**src/ybs_pkg.sv**
```systemverilog
`timescale 1ns / 1ps
// ----------------------------------------------------------------------------
// ybs_pkg
// Shared types, character codes and CRC helper of the YMODEM block sender.
// ----------------------------------------------------------------------------
package ybs_pkg;

  localparam int BLOCK_BYTES = 128;
  localparam int ADDR_W      = $clog2(BLOCK_BYTES);
  localparam int FILL_W      = $clog2(BLOCK_BYTES + 1);
  localparam int FRAME_BYTES = BLOCK_BYTES + 5;
  localparam int FIDX_W      = $clog2(FRAME_BYTES);

  // Frame layout: SOH, number, complement, data, CRC high, CRC low.
  localparam logic [FIDX_W-1:0] IDX_SOH    = FIDX_W'(0);
  localparam logic [FIDX_W-1:0] IDX_NUM    = FIDX_W'(1);
  localparam logic [FIDX_W-1:0] IDX_NUMC   = FIDX_W'(2);
  localparam logic [FIDX_W-1:0] IDX_DATA0  = FIDX_W'(3);
  localparam logic [FIDX_W-1:0] IDX_CRC_HI = FIDX_W'(3 + BLOCK_BYTES);
  localparam logic [FIDX_W-1:0] IDX_LAST   = FIDX_W'(FRAME_BYTES - 1);

  localparam logic [FILL_W-1:0] FILL_FULL = FILL_W'(BLOCK_BYTES);
  localparam logic [FILL_W-1:0] FILL_LAST = FILL_W'(BLOCK_BYTES - 1);

  localparam logic [7:0]  CH_SOH   = 8'h01;
  localparam logic [7:0]  CH_EOT   = 8'h04;
  localparam logic [7:0]  CH_ACK   = 8'h06;
  localparam logic [7:0]  CH_NAK   = 8'h15;
  localparam logic [7:0]  CH_C     = 8'h43;
  localparam logic [15:0] CRC_POLY = 16'h1021;

  localparam logic KIND_TX     = 1'b0;
  localparam logic KIND_STATUS = 1'b1;

  typedef enum logic [2:0] {
    OP_ADD     = 3'd0,
    OP_FLUSH   = 3'd1,
    OP_END     = 3'd2,
    OP_START   = 3'd3,
    OP_AWAIT_C = 3'd4,
    OP_RX_CHAR = 3'd5,
    OP_PULL    = 3'd6
  } ybs_op_e;

  typedef enum logic [2:0] {
    ST_ACKED    = 3'd0,
    ST_C_RCVD   = 3'd1,
    ST_END_DONE = 3'd2,
    ST_BAD_REPLY = 3'd3,
    ST_NOT_C    = 3'd4,
    ST_REJECTED = 3'd5
  } ybs_status_e;

  typedef enum logic [3:0] {
    PH_IDLE        = 4'd0,
    PH_WAIT_C      = 4'd1,
    PH_FRAME_TX    = 4'd2,
    PH_FRAME_REPLY = 4'd3,
    PH_EOT_TX      = 4'd4,
    PH_EOT_REPLY   = 4'd5,
    PH_END_WAIT_C  = 4'd6,
    PH_NULL_TX     = 4'd7,
    PH_NULL_REPLY  = 4'd8
  } ybs_phase_e;

  typedef enum logic [1:0] {
    SEQ_IDLE,
    SEQ_EXEC,
    SEQ_FILL
  } ybs_seq_e;

  typedef struct packed {
    logic [2:0] op;
    logic [7:0] data_byte;
  } ybs_in_t;

  typedef struct packed {
    logic       kind;
    logic [7:0] tx_byte;
    logic [2:0] status;
  } ybs_out_t;

  // Sequencer to protocol engine.
  typedef struct packed {
    logic exec;
    logic fill;
  } ybs_pctl_t;

  // Protocol engine to sequencer and block RAM.
  typedef struct packed {
    logic              res_valid;
    logic              fill_start;
    logic              fill_last;
    logic              ram_we;
    logic [ADDR_W-1:0] ram_waddr;
    logic [7:0]        ram_wdata;
    logic [ADDR_W-1:0] ram_raddr;
  } ybs_pstat_t;

  // One byte of CRC-16/XMODEM, MSB first.
  function automatic logic [15:0] crc16_step(logic [15:0] crc, logic [7:0] b);
    logic [15:0] c;
    c = crc ^ {b, 8'h00};
    for (int k = 0; k < 8; k++) begin
      if (c[15]) begin
        c = {c[14:0], 1'b0} ^ CRC_POLY;
      end else begin
        c = {c[14:0], 1'b0};
      end
    end
    return c;
  endfunction

endpackage

```
**src/ybs_ram.sv**
```systemverilog
`timescale 1ns / 1ps
// ----------------------------------------------------------------------------
// ybs_ram
// Generic single-port-write, single-port-read RAM with registered read data.
// ----------------------------------------------------------------------------
module ybs_ram #(
  parameter int WIDTH = 8,
  parameter int DEPTH = 128
) (
  input  logic                     clk_i,
  input  logic                     we_i,
  input  logic [$clog2(DEPTH)-1:0] waddr_i,
  input  logic [WIDTH-1:0]         wdata_i,
  input  logic                     re_i,
  input  logic [$clog2(DEPTH)-1:0] raddr_i,
  output logic [WIDTH-1:0]         rdata_o
);

  logic [WIDTH-1:0] mem_q [DEPTH];
  logic [WIDTH-1:0] rdata_q;

  always_ff @(posedge clk_i) begin
    if (we_i) begin
      mem_q[waddr_i] <= wdata_i;
    end
    if (re_i) begin
      rdata_q <= mem_q[raddr_i];
    end
  end

  assign rdata_o = rdata_q;

endmodule

```
**src/ybs_proto.sv**
```systemverilog
`timescale 1ns / 1ps
// ----------------------------------------------------------------------------
// ybs_proto
// Protocol engine: phase, counters and CRC, next-state and result decode.
// ----------------------------------------------------------------------------
module ybs_proto
  import ybs_pkg::*;
(
  input  logic       clk_i,
  input  logic       rst_ni,
  input  ybs_pctl_t  ctl_i,
  input  ybs_in_t    cmd_i,
  input  logic [7:0] rdata_i,
  output ybs_pstat_t stat_o,
  output ybs_out_t   res_o
);

  ybs_phase_e        phase_q, phase_d;
  logic [FILL_W-1:0] fill_q, fill_d;
  logic [15:0]       crc_q, crc_d;
  logic [7:0]        pkt_q, pkt_d;
  logic [FIDX_W-1:0] fidx_q, fidx_d;
  logic [7:0]        pad_q, pad_d;
  logic [FIDX_W-1:0] raddr_full;

  always_ff @(posedge clk_i or negedge rst_ni) begin
    if (!rst_ni) begin
      phase_q <= PH_IDLE;
      fill_q  <= '0;
      crc_q   <= '0;
      pkt_q   <= '0;
      fidx_q  <= '0;
    end else begin
      phase_q <= phase_d;
      fill_q  <= fill_d;
      crc_q   <= crc_d;
      pkt_q   <= pkt_d;
      fidx_q  <= fidx_d;
    end
  end

  always_ff @(posedge clk_i) begin
    pad_q <= pad_d;
  end

  // Data byte address of the current frame position.
  assign raddr_full = fidx_q - IDX_DATA0;

  always_comb begin
    phase_d = phase_q;
    fill_d  = fill_q;
    crc_d   = crc_q;
    pkt_d   = pkt_q;
    fidx_d  = fidx_q;
    pad_d   = pad_q;

    stat_o            = '0;
    stat_o.fill_last  = (fill_q == FILL_LAST);
    stat_o.ram_waddr  = fill_q[ADDR_W-1:0];
    stat_o.ram_wdata  = cmd_i.data_byte;
    stat_o.ram_raddr  = raddr_full[ADDR_W-1:0];
    res_o             = '0;

    if (ctl_i.fill) begin
      // padding sweep: one byte per cycle
      stat_o.ram_we    = 1'b1;
      stat_o.ram_wdata = pad_q;
      fill_d           = fill_q + FILL_W'(1);
      crc_d            = crc16_step(crc_q, pad_q);
    end else if (ctl_i.exec) begin
      case (ybs_op_e'(cmd_i.op))
        OP_ADD: begin
          if (phase_q != PH_IDLE) begin
            stat_o.res_valid = 1'b1;
            res_o.kind       = KIND_STATUS;
            res_o.status     = ST_REJECTED;
          end else if (fill_q < FILL_FULL) begin
            stat_o.ram_we = 1'b1;
            fill_d        = fill_q + FILL_W'(1);
            crc_d         = crc16_step(crc_q, cmd_i.data_byte);
            if (fill_q == FILL_LAST) begin
              phase_d = PH_FRAME_TX;
              fidx_d  = '0;
            end
          end
        end
        OP_FLUSH: begin
          if (phase_q != PH_IDLE) begin
            stat_o.res_valid = 1'b1;
            res_o.kind       = KIND_STATUS;
            res_o.status     = ST_REJECTED;
          end else if (fill_q != '0) begin
            pad_d             = cmd_i.data_byte;
            phase_d           = PH_FRAME_TX;
            fidx_d            = '0;
            stat_o.fill_start = (fill_q < FILL_FULL);
          end
        end
        OP_END: begin
          if (phase_q != PH_IDLE) begin
            stat_o.res_valid = 1'b1;
            res_o.kind       = KIND_STATUS;
            res_o.status     = ST_REJECTED;
          end else begin
            phase_d = PH_EOT_TX;
          end
        end
        OP_START: begin
          fill_d  = '0;
          crc_d   = '0;
          pkt_d   = '0;
          fidx_d  = '0;
          phase_d = PH_WAIT_C;
        end
        OP_AWAIT_C: begin
          if (phase_q != PH_IDLE) begin
            stat_o.res_valid = 1'b1;
            res_o.kind       = KIND_STATUS;
            res_o.status     = ST_REJECTED;
          end else begin
            phase_d = PH_WAIT_C;
          end
        end
        OP_RX_CHAR: begin
          case (phase_q)
            PH_WAIT_C: begin
              phase_d          = PH_IDLE;
              stat_o.res_valid = 1'b1;
              res_o.kind       = KIND_STATUS;
              if (cmd_i.data_byte == CH_C) begin
                fill_d       = '0;
                crc_d        = '0;
                res_o.status = ST_C_RCVD;
              end else begin
                res_o.status = ST_NOT_C;
              end
            end
            PH_FRAME_REPLY, PH_NULL_REPLY: begin
              if (cmd_i.data_byte == CH_ACK) begin
                fill_d           = '0;
                crc_d            = '0;
                pkt_d            = pkt_q + 8'd1;
                phase_d          = PH_IDLE;
                stat_o.res_valid = 1'b1;
                res_o.kind       = KIND_STATUS;
                res_o.status     = (phase_q == PH_NULL_REPLY) ? ST_END_DONE : ST_ACKED;
              end else if (cmd_i.data_byte == CH_NAK) begin
                fidx_d  = '0;
                phase_d = (phase_q == PH_NULL_REPLY) ? PH_NULL_TX : PH_FRAME_TX;
              end else begin
                fill_d           = '0;
                crc_d            = '0;
                phase_d          = PH_IDLE;
                stat_o.res_valid = 1'b1;
                res_o.kind       = KIND_STATUS;
                res_o.status     = ST_BAD_REPLY;
              end
            end
            PH_EOT_REPLY: begin
              if (cmd_i.data_byte == CH_ACK) begin
                phase_d = PH_END_WAIT_C;
              end else if (cmd_i.data_byte == CH_NAK) begin
                phase_d = PH_EOT_TX;
              end else begin
                fill_d           = '0;
                crc_d            = '0;
                phase_d          = PH_IDLE;
                stat_o.res_valid = 1'b1;
                res_o.kind       = KIND_STATUS;
                res_o.status     = ST_BAD_REPLY;
              end
            end
            PH_END_WAIT_C: begin
              if (cmd_i.data_byte != CH_C) begin
                phase_d          = PH_IDLE;
                stat_o.res_valid = 1'b1;
                res_o.kind       = KIND_STATUS;
                res_o.status     = ST_NOT_C;
              end else begin
                // null packet: zero block, numbered 0
                pkt_d             = '0;
                fill_d            = '0;
                crc_d             = '0;
                fidx_d            = '0;
                pad_d             = 8'h00;
                phase_d           = PH_NULL_TX;
                stat_o.fill_start = 1'b1;
              end
            end
            default: begin
              stat_o.res_valid = 1'b1;
              res_o.kind       = KIND_STATUS;
              res_o.status     = ST_REJECTED;
            end
          endcase
        end
        OP_PULL: begin
          stat_o.res_valid = 1'b1;
          if (phase_q == PH_FRAME_TX || phase_q == PH_NULL_TX) begin
            res_o.kind = KIND_TX;
            if (fidx_q == IDX_SOH) begin
              res_o.tx_byte = CH_SOH;
            end else if (fidx_q == IDX_NUM) begin
              res_o.tx_byte = pkt_q;
            end else if (fidx_q == IDX_NUMC) begin
              res_o.tx_byte = ~pkt_q;
            end else if (fidx_q < IDX_CRC_HI) begin
              res_o.tx_byte = rdata_i;
            end else if (fidx_q == IDX_CRC_HI) begin
              res_o.tx_byte = crc_q[15:8];
            end else begin
              res_o.tx_byte = crc_q[7:0];
            end
            if (fidx_q == IDX_LAST) begin
              fidx_d  = '0;
              phase_d = (phase_q == PH_NULL_TX) ? PH_NULL_REPLY : PH_FRAME_REPLY;
            end else begin
              fidx_d = fidx_q + FIDX_W'(1);
            end
          end else if (phase_q == PH_EOT_TX) begin
            res_o.kind    = KIND_TX;
            res_o.tx_byte = CH_EOT;
            phase_d       = PH_EOT_REPLY;
          end else begin
            res_o.kind   = KIND_STATUS;
            res_o.status = ST_REJECTED;
          end
        end
        default: begin
          stat_o.res_valid = 1'b1;
          res_o.kind       = KIND_STATUS;
          res_o.status     = ST_REJECTED;
        end
      endcase
    end
  end

`ifndef SYNTHESIS
  a_fill_in_range: assert property (@(posedge clk_i) disable iff (!rst_ni)
    ctl_i.fill |-> (fill_q < FILL_FULL))
    else $error("padding sweep past end of block");
`endif

endmodule

```
**src/ymodem_block_sender_unit.sv**
```systemverilog
`timescale 1ns / 1ps
// ----------------------------------------------------------------------------
// ymodem_block_sender_unit
// YMODEM sender: 128-byte block buffer in RAM, CRC-16, frame and reply flow.
// ----------------------------------------------------------------------------
//
//  Channel   Direction  Handshake                   Word
//  command   in         start & !busy               cmd_i    (op, data_byte)
//  result    out        result_valid_o, 1 cycle     result_o (kind, tx_byte, status)
//
// For each command, the accept edge issues the block RAM read for the frame
// position and the next edge decodes and updates state. A result shows
// for one cycle after that, while the next command may already be accepted.
// Flush and the null packet then hold busy while padded bytes (up to 128) are written.
// Reset clears phase, counters and CRC; the block RAM keeps its contents.
// The receiver cannot stall: each result is valid for exactly one cycle.
// ----------------------------------------------------------------------------
module ymodem_block_sender_unit
  import ybs_pkg::*;
(
  input  logic     clk_i,
  input  logic     rst_ni,
  input  logic     start,
  input  ybs_in_t  cmd_i,
  output logic     busy,
  output logic     result_valid_o,
  output ybs_out_t result_o
);

  ybs_seq_e   seq_q, seq_d;
  ybs_in_t    cmd_q;
  ybs_pctl_t  pctl;
  ybs_pstat_t pstat;
  ybs_out_t   res_d, res_q;
  logic       res_valid_q;
  logic       accept;
  logic [7:0] ram_rdata;

  assign busy   = (seq_q != SEQ_IDLE);
  assign accept = start && !busy;

  // Sequencer: accept, decode, then optionally sweep padding bytes.
  always_ff @(posedge clk_i or negedge rst_ni) begin
    if (!rst_ni) begin
      seq_q       <= SEQ_IDLE;
      res_valid_q <= 1'b0;
    end else begin
      seq_q       <= seq_d;
      res_valid_q <= pstat.res_valid;
    end
  end

  // Hold the command word and the result word; no reset needed.
  always_ff @(posedge clk_i) begin
    if (accept) begin
      cmd_q <= cmd_i;
    end
    res_q <= res_d;
  end

  always_comb begin
    seq_d     = seq_q;
    pctl.exec = 1'b0;
    pctl.fill = 1'b0;
    case (seq_q)
      SEQ_IDLE: begin
        if (accept) begin
          seq_d = SEQ_EXEC;
        end
      end
      SEQ_EXEC: begin
        pctl.exec = 1'b1;
        seq_d     = pstat.fill_start ? SEQ_FILL : SEQ_IDLE;
      end
      SEQ_FILL: begin
        pctl.fill = 1'b1;
        if (pstat.fill_last) begin
          seq_d = SEQ_IDLE;
        end
      end
      default: begin
        seq_d = SEQ_IDLE;
      end
    endcase
  end

  ybs_proto u_proto (
    .clk_i   (clk_i),
    .rst_ni  (rst_ni),
    .ctl_i   (pctl),
    .cmd_i   (cmd_q),
    .rdata_i (ram_rdata),
    .stat_o  (pstat),
    .res_o   (res_d)
  );

  // Block buffer: written by add and padding, read when a command is accepted, ahead of a pull's decode.
  ybs_ram #(
    .WIDTH (8),
    .DEPTH (BLOCK_BYTES)
  ) u_block_ram (
    .clk_i   (clk_i),
    .we_i    (pstat.ram_we),
    .waddr_i (pstat.ram_waddr),
    .wdata_i (pstat.ram_wdata),
    .re_i    (accept),
    .raddr_i (pstat.ram_raddr),
    .rdata_o (ram_rdata)
  );

  assign result_valid_o = res_valid_q;
  assign result_o       = res_q;

`ifndef SYNTHESIS
  a_result_after_exec: assert property (@(posedge clk_i) disable iff (!rst_ni)
    result_valid_o |-> $past(seq_q == SEQ_EXEC))
    else $error("result strobe without a decode cycle");

  a_no_result_in_fill: assert property (@(posedge clk_i) disable iff (!rst_ni)
    (seq_q == SEQ_FILL) |-> !pstat.res_valid)
    else $error("result raised during padding sweep");

  a_busy_from_start: assert property (@(posedge clk_i) disable iff (!rst_ni)
    $rose(busy) |-> $past(start))
    else $error("busy rose without a command");

  a_write_only_busy: assert property (@(posedge clk_i) disable iff (!rst_ni)
    pstat.ram_we |-> busy)
    else $error("block RAM written while idle");
`endif

endmodule

```
**config.mk**
```make
export PLATFORM = sky130hd
export DESIGN_NAME = ymodem_block_sender_unit
export DESIGN_NICKNAME = d
export VERILOG_FILES = /design/src/ybs_pkg.sv /design/src/ybs_ram.sv /design/src/ybs_proto.sv /design/src/ymodem_block_sender_unit.sv
export SDC_FILE = /design/constraint.sdc
export NUM_CORES = 1
export LEC_CHECK = 0
export BUFFER_PORTS_ARGS = -buffer_cell sky130_fd_sc_hd__buf_2
export CAP_MARGIN = 30
export CORE_MARGIN = 2
export CORE_UTILIZATION = 65
export CTS_BUF_LIST = sky130_fd_sc_hd__clkbuf_2
export DETAILED_ROUTE_END_ITERATION = 7
export GPL_ROUTABILITY_DRIVEN = 0
export PLACE_DENSITY = 0.82
export SLEW_MARGIN = 20
export SYNTH_ARGS = -nofsm -noshare
export SYNTH_HDL_FRONTEND = slang
export SYNTH_SLANG_ARGS = --single-unit
export TNS_END_PERCENT = 20
```
**constraint.sdc**
```tcl
create_clock -name clk_i -period 10 [get_ports clk_i]
set_clock_uncertainty 0.05 [all_clocks]
set_input_delay 2 -clock clk_i [delete_from_list [all_inputs] [get_ports clk_i]]
set_output_delay 2 -clock clk_i [all_outputs]
set_load 0.02 [all_outputs]
```
==> results.md, run 1 <==
* Outcome: completed
* Number of global-route vias before repair at 24900
* Postcts setup bufs at 0
* Synth top area share at 69.8%
* Register area at 33000 um2
* Multi-input logic area at 11700 um2
* GRT met1 Usage at between 30% and 40%
* Global routing usage on met3 at 7.02%
* Post-DR wirelength/cell at roughly 27 um
* Yosys warnings at 0
* Remaining Overflow, GRT at 0
* Clk Latency, worst-skew pair at 1480 ps
* Proportion of synthesized chip area in sequential cells at roughly 73%
* Sequential Power Share at 48.8%
* GRT Total Usage at 29.2%
* Worst-case clock buffer depth at 4
* Area leader, netlist: edfxtp_1
* Synth cell count leaders: edfxtp_1, mux4_2, nor2_1
* Required time worst endpoint at 11060 ps
* Post-synth EDFFs at 1051
* Core Rows at between 90 and 100
* Int Pwr at 7.83 mW
* Sum of negative setup slack at 0 ps
* Final worst path period share at 48.5%
* Delay-heaviest family, CP: multiplexers
* Comb pwr share at 26.6%
* Routed WL at 102 mm
* PwrDens at 233 nW/um2
* Kind of end point of the critical path: flip-flop
* Met2 Usage GRT at 45.9%
* Vias per inst at 6.65
* Synthesized Nets at around 2400
* DRC at 0
* Async set-or-reset flop fraction in the synthesized netlist at 4.23%
* Worst hold path type: flip-flop to flip-flop
* Worst hold slack at 509 ps
* Count leader, synth: edfxtp_1
* Global-route wire length before repair at 152 mm
* Share of layout cells above drive strength 1 at between 30% and 40%
* RSZ-0062 raised after global routing: false
* CP peak stage delay at about 850 ps
* Pleak at 15.5 nW
* Avg Cell Area, Syn at 19.1 um2
* Number of filler cells placed in the layout at around 4200
* Initial antenna violation count at 5
* Clk pwr share at 24.7%
* Die X-Extent at 268 um
* Final count of hold timing violations at 0
* CTS tree: yes
* Synthesized instance count at between 2000 and 2500
* Max_cap viols at 0
* # resized after CTS at 0
* P&R area growth vs syn at 7.84%
* Hpwl dp at 60.1 mm
* DIE AREA at 71700 um2
* Dominant cells by area after synthesis: edfxtp_1, mux4_2, mux2_2
* IO Pins at 28
* Worst path arrival time at 5910 ps
* Fin. max-slew vios at 0
* Busiest grt layer: met2
* PortBufs at 27
* Clk sinks at 1110
* Worst-Margin Slew at 1100 ps
* Post-Syn Area at 45200 um2
* Clock transition at the registers of the reported paths at 100 ps
* Sw power at 3.55 mW
* Minimum clock period at slightly below 5000 ps
* Nature of the critical path startpoint: flip-flop
* Initial Utilization at 65.8%
* Slowest stage cell, crit path: dfrtp_4
* 1st-pass router iterations at 7
* Largest net degree at the start of global routing at 157
* Critical Path Fanout Max at approximately 160
* CP Class: flip-flop to flip-flop
* Worst path cell trace: buf_12, inv_1, ha_4, buf_12, mux4_2, mux2_2, o22ai_1, nor2_1, mux4_2
* Flops & latches, synth at 1110
* Flop-to-flop setup slack at 5150 ps
* VDD IR max at about 0.21 mV
* Sw Ratio at 31.2%
* Hold buffer count at cts at 0
* Core Region at between 60000 and 70000 um2
* Nets at 2613
* Netlist cell types at 78
* Critical path buffers and inverters at 3
* Clock root cell: clkbuf_2
* # setup viols final at 0
* Prevailing post-synth register cell: edfxtp_1
* Initial drt markers at approximately 3600
* Htree depth at 5
* Antenna Nets Post-Route at 0
* Die height at 268 um
* Rel. slew slack at 26.3%
* CTS buffer count at 284
* Max frequency at 206 MHz
* Vias at 24600
==> final cells by class <==
type                            instances  area share, %
Antenna cell                            9         0.0462
Clock buffer                          384           3.94
Clock inverter                         78          0.677
Inverter                               14          0.108
Multi-Input combinational cell       1110           24.0
Sequential cell                      1110           67.6
Tap cell                              931           2.39
Timing Repair Buffer                   68           1.21
==> registers in the layout, summed over array words and instances, names as in the netlist <==
register	count
u_proto.pad_q	8
result_valid_o	1
u_proto.fidx_q	8
u_proto.fill_q	8
u_block_ram.mem_q	1024
result_o	12
u_block_ram.rdata_o	8
u_proto.crc_q	16
u_proto.pkt_q	8
u_proto.phase_q	4
seq_q	2
cmd_q	11
==> power by group through the flow <==
stage	combinational [mW]	clock [mW]	sequential, mW
2_1_floorplan	2.26	0	5.54
3_3_place_gp	2.85	0	5.67
5_1_grt	3.21	3.07	5.56
3_5_place_dp	2.99	0	5.65
4_1_cts	3.00	2.84	5.54
6_report	3.02	2.81	5.55
==> through the flow <==
step                setup slack, ps  power (mW)  instance area [um2]  cells  util, %
floorplan                      6370        7.80                45200   2373        -
global placement               4890        8.52                46300   3225     67.4
detailed placement             5090        8.64                46400   3229     67.5
CTS                            5090        11.4                48600   3691     70.8
global route                   4850        11.8                48800   3703     71.0
finish                         5150        11.4                48800   3704     71.0
==> layer usage <==
metal | routed length, um | vias to the layer above
met5 | 24 | -
met4 | 3760 | 4
met3 | 10500 | 278
met2 | 49300 | 1657
li1 | - | 10300
met1 | 38100 | 12400
==> final timing paths <==
check	start	endpoint	depth (start not counted)
min in group asynchronous	rst_ni	u_proto.fill_q[1]	2
hold reg to reg	u_proto.crc_q[1]	u_proto.crc_q[1]	1
max in group asynchronous	rst_ni	u_proto.fidx_q[0]	2
setup / recovery	u_proto.fidx_q[0]	u_block_ram.rdata_o[2]	9
hold / removal	u_proto.crc_q[1]	u_proto.crc_q[1]	1
setup reg to reg	u_proto.fidx_q[0]	u_block_ram.rdata_o[2]	9
==> cell families after synthesis <==
logic type,share of synthesized area [%]
mux,16.7
buf+inv,1.41
fa+ha+maj,0.304
compound gates,3.54
flops,72.9
simple gates,4.27
xor+xnor,0.891
==> cell usage in the layout (no fill, tap or decap), drive strengths merged, types with 11 or more instances in the layout <==
master  synthesis  final
buf            62     67
and3           12     12
o22ai          67     67
dfrtp          47     47
edfxtp       1051   1051
mux2          137    137
clkbuf         77    385
clkinv          0     74
ha             11     11
xor2           16     16
mux4          264    264
inv            14     17
o21ai          40     40
nor3           12     12
nor2b          19     19
dfxtp          12     12
nor3b          14     14
xnor2          30     30
nor2          211    211
nand2b         14     14
nand3          21     21
a21oi          24     24
nand2          72     72
Power figures use the tool's default switching activity.
==> inputs of run 2 (changes only) <==
Settings changed: CORE_UTILIZATION 65 to 59, PLACE_DENSITY 0.82 to 0.79.
Clock period 10 ns to 4.4 ns, I/O delays scaled along.
==> results.md, run 2 (synthesis results as in run 1) <==
* Hpwl dp at 60.1 mm (about the same)
* Slowest stage cell, crit path: dfrtp_1 (was dfrtp_4)
* Fin area at 49400 um2 (was 48800 um2)
* Final count of hold timing violations at 0 (unchanged)
* Minimum clock period at 3570 ps (was 4850 ps)
* Met1 wire length at 38.4 mm (was 38.1 mm)
* # setup viols final at 0 (unchanged)
* RSZ-0062 raised after global routing: false (unchanged)
* Core Region at 75900 um2 (was 68700 um2)
* Kind of end point of the critical path: flip-flop (unchanged)
* Clk sinks at 1110 (unchanged)
* CTS tree: yes (unchanged)
* PortBufs at 27 (unchanged)
* Outcome: completed (unchanged)
* CP Class: flip-flop to flip-flop (unchanged)
* Clock root cell: clkbuf_2 (unchanged)
* Initial drt markers at 3002 (was 3553)
* Worst-case clock buffer depth at 4 (unchanged)
* Core Rows at 101 (was 96)
* Fin. max-slew vios at 0 (unchanged)
* Critical Path Fanout Max at 91 (was 156)
* Delay-heaviest family, CP: multiplexers (unchanged)
* Postcts setup bufs at 0 (unchanged)
* PwrDens at 526 nW/um2 (was 233 nW/um2)
* Metal3 WL at 10.1 mm (was 10.5 mm)
* Remaining Overflow, GRT at 0 (unchanged)
* Crit path top cell by count: mux4_2
* Commonest non-fill, non-tap cell in the layout: edfxtp_1 (unchanged)
* Post-DR wirelength/cell at 26.5 um (was 27.4 um)
* Start point of the worst min-delay path: cmd_i[9] (was u_proto.crc_q[1])
* DR top layer: met4 (was met5)
* Nets at 2667 (was 2613)
* Max FFs per register at 1024 (unchanged)
* Worst path cell trace: inv_1, ha_4, buf_12, mux4_2, mux2_2, o22ai_1, nor2_1, mux4_2 (was buf_12, inv_1, ha_4, buf_12, mux4_2, mux2_2, o22ai_1, nor2_1, mux4_2)
* Placed cell area at 46800 um2 (was 46400 um2)
* Antenna Nets Post-Route at 0 (unchanged)
* Initial antenna violation count at 1 (was 5)
* CP peak stage delay at 500 ps (was 850 ps)
* Required time worst endpoint at 5450 ps (was 11060 ps)
* Nature of the critical path startpoint: flip-flop (unchanged)
* Sum of negative setup slack at 0 ps (unchanged)
* Crit. Startpoint: u_proto.fidx_q[1] (was u_proto.fidx_q[0])
* Largest net degree at the start of global routing at 103 (was 157)
* Rel. slew slack at 31.4% (was 26.3%)
* Met2 routed WL at 50.1 mm (was 49.3 mm)
* Die X-Extent at 281 um (was 268 um)
* Number of filler cells placed in the layout at 4949 (was 4203)
* Worst path arrival time at 4620 ps (was 5910 ps)
* Max_cap viols at 0 (unchanged)
* IO Pins at 28 (unchanged)
* Initial Utilization at 59.5% (was 65.8%)
* # resized after CTS at 0 (unchanged)
* Worst hold path type: primary input to flip-flop (was flip-flop to flip-flop)
* Final worst path period share at 81.2% (was 48.5%)
* Max frequency at 280 MHz (was 206 MHz)
* DRC at 0 (unchanged)
* DIE AREA at 78900 um2 (was 71700 um2)
* GRT Total Usage at 26.7% (was 29.2%)
* Die height at 281 um (was 268 um)
* Critical path buffers and inverters at 2 (was 3)
* Global-route wire length before repair at 154 mm (was 152 mm)
* Routed WL at 102 mm (about the same)
* Clk Latency, worst-skew pair at 1420 ps (was 1480 ps)
* Reg-to-reg critical path startpoint: u_proto.fidx_q[1] (was u_proto.fidx_q[0])
* CTS buffer count at 284 (unchanged)
* Commonest cells after routing, fill and taps aside: edfxtp_1, clkbuf_2, mux4_2 (unchanged)
* P&R area growth vs syn at 9.30% (was 7.84%)
* VDD IR max at 0.613 mV (was 0.212 mV)
* Worst-Margin Slew at 1030 ps (was 1100 ps)
* Vias at 24600 (about the same)
* Hold buffer count at cts at 25 (was 0)
* Share of layout cells above drive strength 1 at 32.9% (was 32.1%)
* Vias per inst at 6.39 (was 6.65)
* Htree depth at 5 (unchanged)
* Pleak at 15.8 nW (was 15.5 nW)
* Number of global-route vias before repair at 25200 (was 24900)
* Largest register by flop count: u_block_ram.mem_q (unchanged)
* Clock transition at the registers of the reported paths at 120 ps (was 100 ps)
* 1st-pass router iterations at 7 (unchanged)
## run 2: cell count changes in the layout (fill, tap and decap cells not counted), sizes merged
| cell | before | now |
|---|---|---|
| dlygate4sd3 | 0 | 24 |
| inv | 17 | 18 |
| bufinv | 1 | 2 |
| clkinv | 74 | 62 |
| buf | 67 | 97 |
| diode | 9 | 2 |
| clkbuf | 385 | 397 |
## run 2: final timing paths
check                                          to  slack, ps  cells past startpoint
max                        u_block_ram.rdata_o[2]        830                      8
max in group asynchronous       u_proto.fidx_q[0]       3440                      4
min                                      cmd_q[9]        150                      2
max reg2reg                u_block_ram.rdata_o[2]        830                      8
min reg2reg                      u_proto.crc_q[2]        500                      1
min in group asynchronous                seq_q[1]        510                      4
## run 2: power by group
part | internal, mW | switching [mW]
sequential | 12.2 | 0.321
combinational | 3.20 | 3.83
clock | 2.51 | 3.92
## run 2: final cells by class
class	instances	area, um2	share of cell area [%]
antenna	2	5.00	0.0101
clock buffer	396	1980	4.01
clock inverter	68	315	0.638
inverter	14	52.6	0.106
multi-input combinational	1110	11700	23.7
sequential	1110	33000	66.7
tap	1030	1290	2.61
timing repair buffer	122	1100	2.23
## run 2: per-layer routing
metal / global-route usage [%] / vias up
li1: - / 10300
met4: 11.3 / 0
met3: 6.26 / 236
met5: 0 / -
met1: 36.1 / 12500
met2: 42.2 / 1534
## run 2: through the flow
stage	power (mW)	hold WS, ps	util (%)	worst slack [ps]	std cells
after global placement	19.5	475	61.5	908	3354
final	26.0	150	65.1	829	3852
after global routing	27.1	91.1	65.1	689	3852
after CTS	26.1	1.85	65.0	803	3847
after floorplan	17.7	438	-	773	2373
after detailed placement	19.7	471	61.6	856	3358
